File: src/hw/rtl/ifsa_pkg.sv
// Shared types, constants and codes of the integer field statistics accumulator.
`default_nettype none
package ifsa_pkg;
   localparam int TableEntries = 10;
   localparam int IdxWidth     = $clog2(TableEntries);
   localparam int CntWidth     = $clog2(TableEntries + 1);
   localparam int SumWidth     = 64;
   localparam logic [31:0] CntMax = 32'hFFFF_FFFF;

   localparam logic [1:0] ModeAdd    = 2'd0;
   localparam logic [1:0] ModeReport = 2'd1;
   localparam logic [1:0] ModeClear  = 2'd2;
   localparam logic [1:0] ModeSpare  = 2'd3;

   localparam logic KindSummary = 1'b0;
   localparam logic KindEntry   = 1'b1;

   // Controller commands to the datapath.
   typedef struct packed {
      logic do_add;
      logic do_clear;
      logic div_start;
      logic sort_start;
      logic sort_step;
      logic load_summary;
      logic load_entry;
   } ctrl_type;

   // Datapath status back to the controller.
   typedef struct packed {
      logic div_done;
      logic sort_done;
      logic [CntWidth-1:0] used;
      logic [CntWidth-1:0] emitted;
   } stat_type;
endpackage
`default_nettype wire

File: src/hw/rtl/ifsa_divider.sv
// Restoring divider for the mean: |sum|*256 / count, one quotient bit per cycle.
`default_nettype none
module ifsa_divider
   import ifsa_pkg::*;
(
   input  wire logic               clock,
   input  wire logic               reset,
   input  wire logic               start,
   input  wire logic signed [63:0] sum,
   input  wire logic [31:0]        count,
   output logic                    done,
   output logic [39:0]             mean
);
   // Dividend is |sum|<<8: 72 bits, so 72 iterations.
   logic [71:0] dvd_ff, dvd_in;
   logic [32:0] rem_ff, rem_in;
   logic [31:0] den_ff;
   logic        neg_ff;
   logic [6:0]  cnt_ff, cnt_in;
   logic        busy_ff, busy_in;
   logic        done_ff, done_in;
   logic [63:0] mag;
   logic [33:0] trial;
   logic [32:0] shifted;

   assign mag     = sum[63] ? (64'd0 - sum) : sum;
   assign shifted = {rem_ff[31:0], dvd_ff[71]};
   assign trial   = {1'b0, shifted} - {2'b00, den_ff};

   // Done stays high from the end of a division until the next start.
   always_comb begin
      dvd_in  = dvd_ff;
      rem_in  = rem_ff;
      cnt_in  = cnt_ff;
      busy_in = busy_ff;
      done_in = done_ff;
      if (start) begin
         dvd_in  = {mag, 8'd0};
         rem_in  = '0;
         cnt_in  = 7'd72;
         busy_in = (count != 32'd0);
         done_in = (count == 32'd0);
      end else if (busy_ff) begin
         if (!trial[33]) begin
            rem_in = trial[32:0];
            dvd_in = {dvd_ff[70:0], 1'b1};
         end else begin
            rem_in = shifted;
            dvd_in = {dvd_ff[70:0], 1'b0};
         end
         cnt_in = cnt_ff - 7'd1;
         if (cnt_ff == 7'd1) begin
            busy_in = 1'b0;
            done_in = 1'b1;
         end
      end
   end

   always_ff @(posedge clock) begin
      if (reset) begin
         busy_ff <= 1'b0;
         done_ff <= 1'b0;
         cnt_ff  <= '0;
      end else begin
         busy_ff <= busy_in;
         done_ff <= done_in;
         cnt_ff  <= cnt_in;
      end
      dvd_ff <= dvd_in;
      rem_ff <= rem_in;
      if (start) begin
         den_ff <= count;
         neg_ff <= sum[63] && (count != 32'd0);
      end
   end

   // Quotient fits 72 bits; only its low 40 are kept, a zero count gives zero.
   always_comb begin
      if (den_ff == 32'd0) mean = '0;
      else if (neg_ff) mean = 40'd0 - dvd_ff[39:0];
      else mean = dvd_ff[39:0];
   end
   assign done = done_ff;
endmodule
`default_nettype wire

File: src/hw/rtl/ifsa_datapath.sv
// Accumulators, distribution table, report sorter and output register.
`default_nettype none
module ifsa_datapath
   import ifsa_pkg::*;
(
   input  wire logic               clock,
   input  wire logic               reset,
   input  wire ctrl_type           ctrl,
   output stat_type                stat,
   input  wire logic signed [31:0] in_value,
   input  wire logic               in_bad,
   output logic                    o_kind,
   output logic [31:0]             o_good,
   output logic [31:0]             o_bad,
   output logic signed [31:0]      o_min,
   output logic signed [31:0]      o_max,
   output logic signed [39:0]      o_mean,
   output logic signed [31:0]      o_value,
   output logic [31:0]             o_count,
   output logic [31:0]             o_count_sum,
   output logic                    o_last
);
   logic [31:0]        good_ff, bad_ff;
   logic signed [63:0] sum_ff;
   logic signed [31:0] min_ff, max_ff;
   logic signed [31:0] val_ff [TableEntries];
   logic [31:0]        cnt_ff [TableEntries];
   logic [CntWidth-1:0] used_ff;
   logic [TableEntries-1:0] hit;

   // Sort state: sel marks entries already emitted; picks the smallest remaining.
   logic [TableEntries-1:0] sel_ff;
   logic [CntWidth-1:0]     emit_ff;
   logic [32:0]             csum_ff;
   logic [CntWidth-1:0]     scan_ff;
   logic                    scanning_ff;
   logic                    have_ff;
   logic [IdxWidth-1:0]     best_ff;

   logic        div_done;
   logic [39:0] mean;

   ifsa_divider u_div (
      .clock(clock), .reset(reset), .start(ctrl.div_start),
      .sum(sum_ff), .count(good_ff), .done(div_done), .mean(mean)
   );

   always_comb begin
      for (int i = 0; i < TableEntries; i++)
         hit[i] = (CntWidth'(i) < used_ff) && (val_ff[i] == in_value);
   end

   logic [IdxWidth-1:0] scan_idx;
   assign scan_idx = scan_ff[IdxWidth-1:0];

   always_ff @(posedge clock) begin
      if (reset || ctrl.do_clear) begin
         good_ff <= '0; bad_ff <= '0; sum_ff <= '0;
         min_ff <= '0; max_ff <= '0; used_ff <= '0;
      end else if (ctrl.do_add) begin
         if (in_bad) begin
            if (bad_ff != CntMax) bad_ff <= bad_ff + 32'd1;
         end else if (good_ff != CntMax) begin
            good_ff <= good_ff + 32'd1;
            sum_ff  <= sum_ff + 64'(in_value);
            if (good_ff == 32'd0) begin
               min_ff <= in_value; max_ff <= in_value;
            end else if (in_value < min_ff) min_ff <= in_value;
            else if (in_value > max_ff) max_ff <= in_value;
            if (hit == '0 && used_ff < CntWidth'(TableEntries)) begin
               val_ff[used_ff[IdxWidth-1:0]] <= in_value;
               cnt_ff[used_ff[IdxWidth-1:0]] <= 32'd1;
               used_ff <= used_ff + 1'b1;
            end
            for (int i = 0; i < TableEntries; i++)
               if (hit[i] && cnt_ff[i] != CntMax) cnt_ff[i] <= cnt_ff[i] + 32'd1;
         end
      end
   end

   // One entry examined per cycle; the count sum is gathered on the first pass.
   always_ff @(posedge clock) begin
      if (reset) begin
         scanning_ff <= 1'b0;
         sel_ff <= '0; emit_ff <= '0; scan_ff <= '0; have_ff <= 1'b0;
         csum_ff <= '0; best_ff <= '0;
      end else if (ctrl.sort_start) begin
         sel_ff <= '0; emit_ff <= '0; scan_ff <= '0; have_ff <= 1'b0;
         csum_ff <= '0; scanning_ff <= 1'b1;
      end else if (ctrl.sort_step) begin
         scan_ff <= '0; have_ff <= 1'b0; scanning_ff <= 1'b1;
         sel_ff[best_ff] <= 1'b1;
         emit_ff <= emit_ff + 1'b1;
      end else if (scanning_ff) begin
         if (scan_ff < used_ff) begin
            if (emit_ff == '0) begin
               if (csum_ff + {1'b0, cnt_ff[scan_idx]} > {1'b0, CntMax})
                  csum_ff <= {1'b0, CntMax};
               else csum_ff <= csum_ff + {1'b0, cnt_ff[scan_idx]};
            end
            if (!sel_ff[scan_idx] && (!have_ff || val_ff[scan_idx] < val_ff[best_ff])) begin
               best_ff <= scan_idx; have_ff <= 1'b1;
            end
            scan_ff <= scan_ff + 1'b1;
         end else scanning_ff <= 1'b0;
      end
   end

   always_ff @(posedge clock) begin
      if (ctrl.load_summary) begin
         o_kind <= KindSummary; o_good <= good_ff; o_bad <= bad_ff;
         o_min <= min_ff; o_max <= max_ff; o_mean <= mean;
         o_value <= '0; o_count <= '0; o_count_sum <= csum_ff[31:0];
         o_last <= (used_ff == '0);
      end else if (ctrl.load_entry) begin
         o_kind <= KindEntry; o_good <= '0; o_bad <= '0;
         o_min <= '0; o_max <= '0; o_mean <= '0;
         o_value <= val_ff[best_ff]; o_count <= cnt_ff[best_ff];
         o_count_sum <= '0; o_last <= (emit_ff + 1'b1 == used_ff);
      end
   end

   assign stat.div_done  = div_done;
   assign stat.sort_done = !scanning_ff;
   assign stat.used      = used_ff;
   assign stat.emitted   = emit_ff;
endmodule
`default_nettype wire

File: src/hw/rtl/ifsa_controller.sv
// Controller state machine: accepts items, sequences report records and handshakes.
`default_nettype none
module ifsa_controller
   import ifsa_pkg::*;
(
   input  wire logic       clock,
   input  wire logic       reset,
   input  wire logic       req_valid,
   output logic            req_ready,
   input  wire logic [1:0] req_mode,
   output logic            rsp_valid,
   input  wire logic       rsp_ready,
   output ctrl_type        ctrl,
   input  wire stat_type   stat
);
   localparam logic [2:0] StIdle = 3'd0;
   localparam logic [2:0] StWork = 3'd1;
   localparam logic [2:0] StSum  = 3'd2;
   localparam logic [2:0] StScan = 3'd3;
   localparam logic [2:0] StEnt  = 3'd4;

   logic [2:0] state_ff, state_in;
   logic       valid_ff, valid_in;
   logic       accept;

   assign req_ready = (state_ff == StIdle);
   assign accept    = req_valid && req_ready;
   assign rsp_valid = valid_ff;

   always_comb begin
      state_in = state_ff;
      valid_in = valid_ff && !rsp_ready;
      ctrl     = '0;
      unique case (state_ff) inside
         StIdle: begin
            if (accept) begin
               ctrl.do_add   = (req_mode == ModeAdd);
               ctrl.do_clear = (req_mode == ModeClear);
               if (req_mode == ModeReport) begin
                  ctrl.div_start  = 1'b1;
                  ctrl.sort_start = 1'b1;
                  state_in = StWork;
               end
            end
         end
         StWork: if (stat.div_done && stat.sort_done) begin
            ctrl.load_summary = 1'b1;
            valid_in = 1'b1;
            state_in = StSum;
         end
         StSum, StEnt: if (!valid_in) begin
            if (stat.emitted == stat.used && state_ff == StEnt) state_in = StIdle;
            else if (state_ff == StSum && stat.used == '0) state_in = StIdle;
            else state_in = StScan;
         end
         StScan: if (stat.sort_done) begin
            ctrl.load_entry = 1'b1;
            ctrl.sort_step  = 1'b1;
            valid_in = 1'b1;
            state_in = StEnt;
         end
         default: state_in = StIdle;
      endcase
   end

   always_ff @(posedge clock) begin
      if (reset) begin
         state_ff <= StIdle;
         valid_ff <= 1'b0;
      end else begin
         state_ff <= state_in;
         valid_ff <= valid_in;
      end
   end
endmodule
`default_nettype wire

File: src/hw/rtl/int_field_statistics_accumulator.sv
// Top level of the integer field statistics accumulator.
// Add, clear and unused-mode beats are handled on acceptance and leave the block
// idle, so between reports a stream of samples is accepted at one beat per cycle.
// A report runs a bit-serial divider for the mean in parallel with a scan of the
// value table; the summary record is offered once both have finished. The table
// entries follow in ascending order, each found by a scan over the n filled
// entries. No item is accepted until the last record of a report has left.
`default_nettype none
module int_field_statistics_accumulator
   import ifsa_pkg::*;
(
   input  wire logic               clock,
   input  wire logic               reset,
   input  wire logic               req_valid,
   output logic                    req_ready,
   input  wire logic [1:0]         req_mode,
   input  wire logic signed [31:0] req_sample_value,
   input  wire logic               req_is_error,
   output logic                    rsp_valid,
   input  wire logic               rsp_ready,
   output logic                    rsp_record_kind,
   output logic [31:0]             rsp_good_total,
   output logic [31:0]             rsp_bad_total,
   output logic signed [31:0]      rsp_min_seen,
   output logic signed [31:0]      rsp_max_seen,
   output logic signed [39:0]      rsp_mean_fixed,
   output logic signed [31:0]      rsp_entry_value,
   output logic [31:0]             rsp_entry_count,
   output logic [31:0]             rsp_entry_count_sum,
   output logic                    rsp_last_item
);
   ctrl_type ctrl;
   stat_type stat;

   ifsa_controller u_ctrl (
      .clock(clock), .reset(reset), .req_valid(req_valid), .req_ready(req_ready),
      .req_mode(req_mode), .rsp_valid(rsp_valid), .rsp_ready(rsp_ready),
      .ctrl(ctrl), .stat(stat)
   );

   ifsa_datapath u_dp (
      .clock(clock), .reset(reset), .ctrl(ctrl), .stat(stat),
      .in_value(req_sample_value), .in_bad(req_is_error),
      .o_kind(rsp_record_kind), .o_good(rsp_good_total), .o_bad(rsp_bad_total),
      .o_min(rsp_min_seen), .o_max(rsp_max_seen), .o_mean(rsp_mean_fixed),
      .o_value(rsp_entry_value), .o_count(rsp_entry_count),
      .o_count_sum(rsp_entry_count_sum), .o_last(rsp_last_item)
   );

   // No input beat is taken while a record is waiting.
   a_no_accept_while_out: assert property (@(posedge clock) disable iff (reset)
      rsp_valid |-> !req_ready) else $error("input accepted during report");

   // The table never holds more than its capacity.
   a_used_bound: assert property (@(posedge clock) disable iff (reset)
      stat.used <= CntWidth'(TableEntries)) else $error("table overfilled");

   // A record stays offered until taken.
   a_rsp_hold: assert property (@(posedge clock) disable iff (reset)
      rsp_valid && !rsp_ready |=> rsp_valid && $stable(rsp_entry_value))
      else $error("record dropped");
endmodule
`default_nettype wire
File: config.mk
export PLATFORM = sky130hd
export DESIGN_NAME = int_field_statistics_accumulator
export DESIGN_NICKNAME = d
export VERILOG_FILES = /design/src/hw/rtl/ifsa_pkg.sv /design/src/hw/rtl/ifsa_divider.sv /design/src/hw/rtl/ifsa_datapath.sv /design/src/hw/rtl/ifsa_controller.sv /design/src/hw/rtl/int_field_statistics_accumulator.sv
export SDC_FILE = /design/constraint.sdc
export NUM_CORES = 2
export LEC_CHECK = 0
export BUFFER_PORTS_ARGS = -buffer_cell sky130_fd_sc_hd__clkbuf_2
export CAP_MARGIN = 25
export CORE_MARGIN = 2
export CORE_UTILIZATION = 52
export DETAILED_ROUTE_END_ITERATION = 10
export PLACE_DENSITY = 0.7
export SLEW_MARGIN = 25
export SYNTH_ARGS = -nofsm -noshare
export SYNTH_HDL_FRONTEND = slang
export SYNTH_SLANG_ARGS = --single-unit
File: constraint.sdc
create_clock -name clock -period 7.3 [get_ports clock]
set_input_delay 1.095 -clock clock [delete_from_list [all_inputs] [get_ports clock]]
set_output_delay 1.095 -clock clock [all_outputs]
set_load 0.005 [all_outputs]
==> summary.txt <==
Worst setup path
  • Register-to-Register Path Depth: 16
  • Critical path class: reg -> reg
  • Crit path DAT: 6790 ps
  • CP Capture Type: register
  • Peak fanout along the critical path: 127
  • Crit path launch type: register
  • CP required: about 8000 ps

Synthesis
  • Mapped Area: 94500 sq um
  • Synthesis-stage register bit count: roughly 1700
  • Synth Flop Type: edfxtp_1
  • Async S/R FF share, synth: 0%
  • Syn Area/Cell: ~12 sq um
  • Cells after Synth: around 7800
  • EDFF count, synth: between 1000 and 1500
  • Sequential share of the synthesized area: 50.0%
  • Synth area leaders: edfxtp_1 42%, mux4_2 15%, dfxtp_1 8.0%
  • Netlist cell types: between 70 and 80
  • Ys Warns: 0
  • Yosys top cell by area: edfxtp_1
  • Top cell type's share of synthesized area: a little over two fifths

Cells and area
  • Most frequent cells in the layout: 1322 x edfxtp_1, 858 x nand2_1, 642 x mux4_2
  • Filler Cells Inserted: between 10000 and 15000
  • Register area: approximately 47000 sq um
  • Multi-input gate area: 46300 sq um
  • Most common cell after layout, fill and taps aside: edfxtp_1
  • Share of layout cells above drive strength 1: between 15 and 20%
  • Post-layout nets: 8582
  • Finished Core Util: 58.9%
  • P&R area growth vs syn: 12.7%
  • Non-filler cells, final: between 10000 and 15000

Clock network
  • Clock Sinks: 1701
  • CTS clk-pin slew, worst paths: roughly 60 ps
  • Clock latency on the worst-skew pair: 870 ps
  • CTS tree: built
  • CTS Buf Count: approximately 180
  • Post_cts resized: 0
  • Clock root buffer: clkbuf_16
  • Number of post-CTS setup repair buffers: 0
  • H-tree Lvls: 4
  • Hold Buf Count CTS: 0
  • Worst-case clock buffer depth: 3

Worst hold path
  • HP Class: reg -> reg
  • Hold Path Stages: 2

Detailed routing
  • Routed length per placed instance: roughly 27 um
  • Starting DRT DRC Count: around 8900
  • ANT nets after route: 0
  • Via density per instance: 6.38
  • DRT Wirelength: between 200000 and 300000 um
  • Residual DRC count: 0
  • Vias: just under 70000
  • DRT Pass-1 Iters: 6

Floorplan
  • IO Count: 307
  • Initial core utilization: a little over half
  • Die H: between 400 and 500 um
  • Die W: between 400 and 500 um
  • Core ar.: about 180000 sq um
  • Die area: about 190000 sq um
  • Rows: approximately 160

Timing
  • Worst slew pin tran: 1090 ps
  • F_max: about 160 MHz
  • Setup TNS: 0 ps
  • Min cycle time layout: about 6100 ps
  • Slew margin rel.: 27.1%
  • Max-slew violation count: 0
  • Clk_skew: 44.2 ps
  • Final worst setup slack: 1190 ps
  • Final hold vios: 0
  • Final setup fails: 0
  • RSZ-0062 raised after global routing: false
  • Fin crit share: between 80% and 90%

Flow run
  • Max-Cap Viols: 0

Global route
  • Routing usage on met3: 6.79%
  • Busiest grt layer: met2
  • Met2 Usage GRT: a little under half
  • GRT Total Usage: a little under a third
  • First-pass GRT wire length: between 400000 and 500000 um
  • Initial antenna violation count: 12
  • Met1 Use GR: 43.5%
  • Vias in the first global route: 65916
  • Largest net degree at the start of global routing: about 130
  • Gr ovfl total: 0

Power
  • Pleak: around 38 nW
  • Peak supply drop: between 0.2 and 0.3 mV
  • Power per cell area: roughly 210 nW/um^2

Status
  • Outcome: finished, final reports clean

Placed design
  • DPL Wire Length: 211000 um
  • I/O Buffers: 306
  • Dpl ws: approximately 1400 ps
  • Placed Cells incl. Taps: around 10000
  • Final GP Congestion: 1.09
## Yosys cell counts (all sizes together) (14+ instances only)
master	number
nor2	382
nor3	65
or3	35
clkbuf	310
dfxtp	379
edfxtp	1322
ha	248
nor4	84
xor2	506
a21oi	355
nand3	276
nand4	123
a211oi	26
xnor2	391
inv	227
and4	23
nor2b	29
o31ai	43
or2	14
buf	117
and2	182
o41ai	20
nand2	860
o21ai	517
mux4	642
and3	113
a21o	103
mux2i	127
o21a	23
nand2b	25
o211ai	25
or4	23
a31oi	21
o21bai	16
## worst paths after layout
path | start | end | slack (ps)
setup / recovery | register | register | 1190
hold / removal | u_dp.csum_ff[32] | u_dp.csum_ff[32] | 450
setup reg to reg | register | register | 1190
hold reg to reg | u_dp.csum_ff[32] | u_dp.csum_ff[32] | 450
## worst max-delay path, cell delays in order (launching register included)
cell and delay (ps):
dfxtp_4 740, buf_12 650, mux4_2 460, mux4_2 550, ha_1 330, a21oi_1 140
nor2b_1 60, o21ai_0 130, nand2_1 70, a2111oi_0 420, a21oi_1 200, o21ai_0 820
a2111oi_2 170, buf_2 210, nor2_1 370, mux2i_1 240, nor2_1 100
## cells by family after synthesis
group	share of synthesized area, %
multiplexers	16.8
XOR/XNOR	8.32
buffers and inverters	2.63
AO/OA/AOI/OAI	7.49
flip-flops	50.0
AND/OR/NAND/NOR	11.4
adder cells (fa/ha/maj)	3.35
other	0.00397
## power by group
part | internal, mW | leakage, nW | switching, mW
Combinational | 0.806 | 19.2 | 1.36
Sequential | 10.8 | 15.8 | 0.295
Clock | 5.39 | 3.04 | 4.14
Total | 17.0 | 38.1 | 5.79
## metal layers
| metal | wire length (um) | share of wire [%] |
|---|---|---|
| met1 | 116000 | 39 |
| met3 | 30700 | 10 |
| met5 | 64 | 0.022 |
| met4 | 14800 | 5.0 |
| met2 | 133000 | 45 |
## state kept, by name, indices dropped and copies added, names as in the netlist, 33 cells and up, named ones only
register           flops
u_dp.cnt_ff          512
u_dp.val_ff          512
u_dp.u_div.dvd_ff     72
u_dp.sum_ff           64
u_dp.o_mean           40
u_dp.csum_ff          33
## per-stage QoR
stage / cell area (sq um) / hold WS, ps / power, mW
floorplan: 95700 / 421 / 12.6
CTS: 106000 / 445 / 22.9
global route: 106000 / 477 / 23.5
detailed placement: 100000 / 436 / 13.5
finish: 106000 / 446 / 22.8
global placement: 100000 / 431 / 13.4
## cell type report
class                      instances  share of cell area (%)
antenna                            4                 0.00940
clock buffer                     238                    4.74
clock inverter                   105                    1.03
inverter                         227                   0.807
multi-input combinational       5727                    43.5
sequential                      1701                    44.4
tap                             2370                    2.78
timing repair buffer             454                    2.71
(Power assumes the default switching activity.)
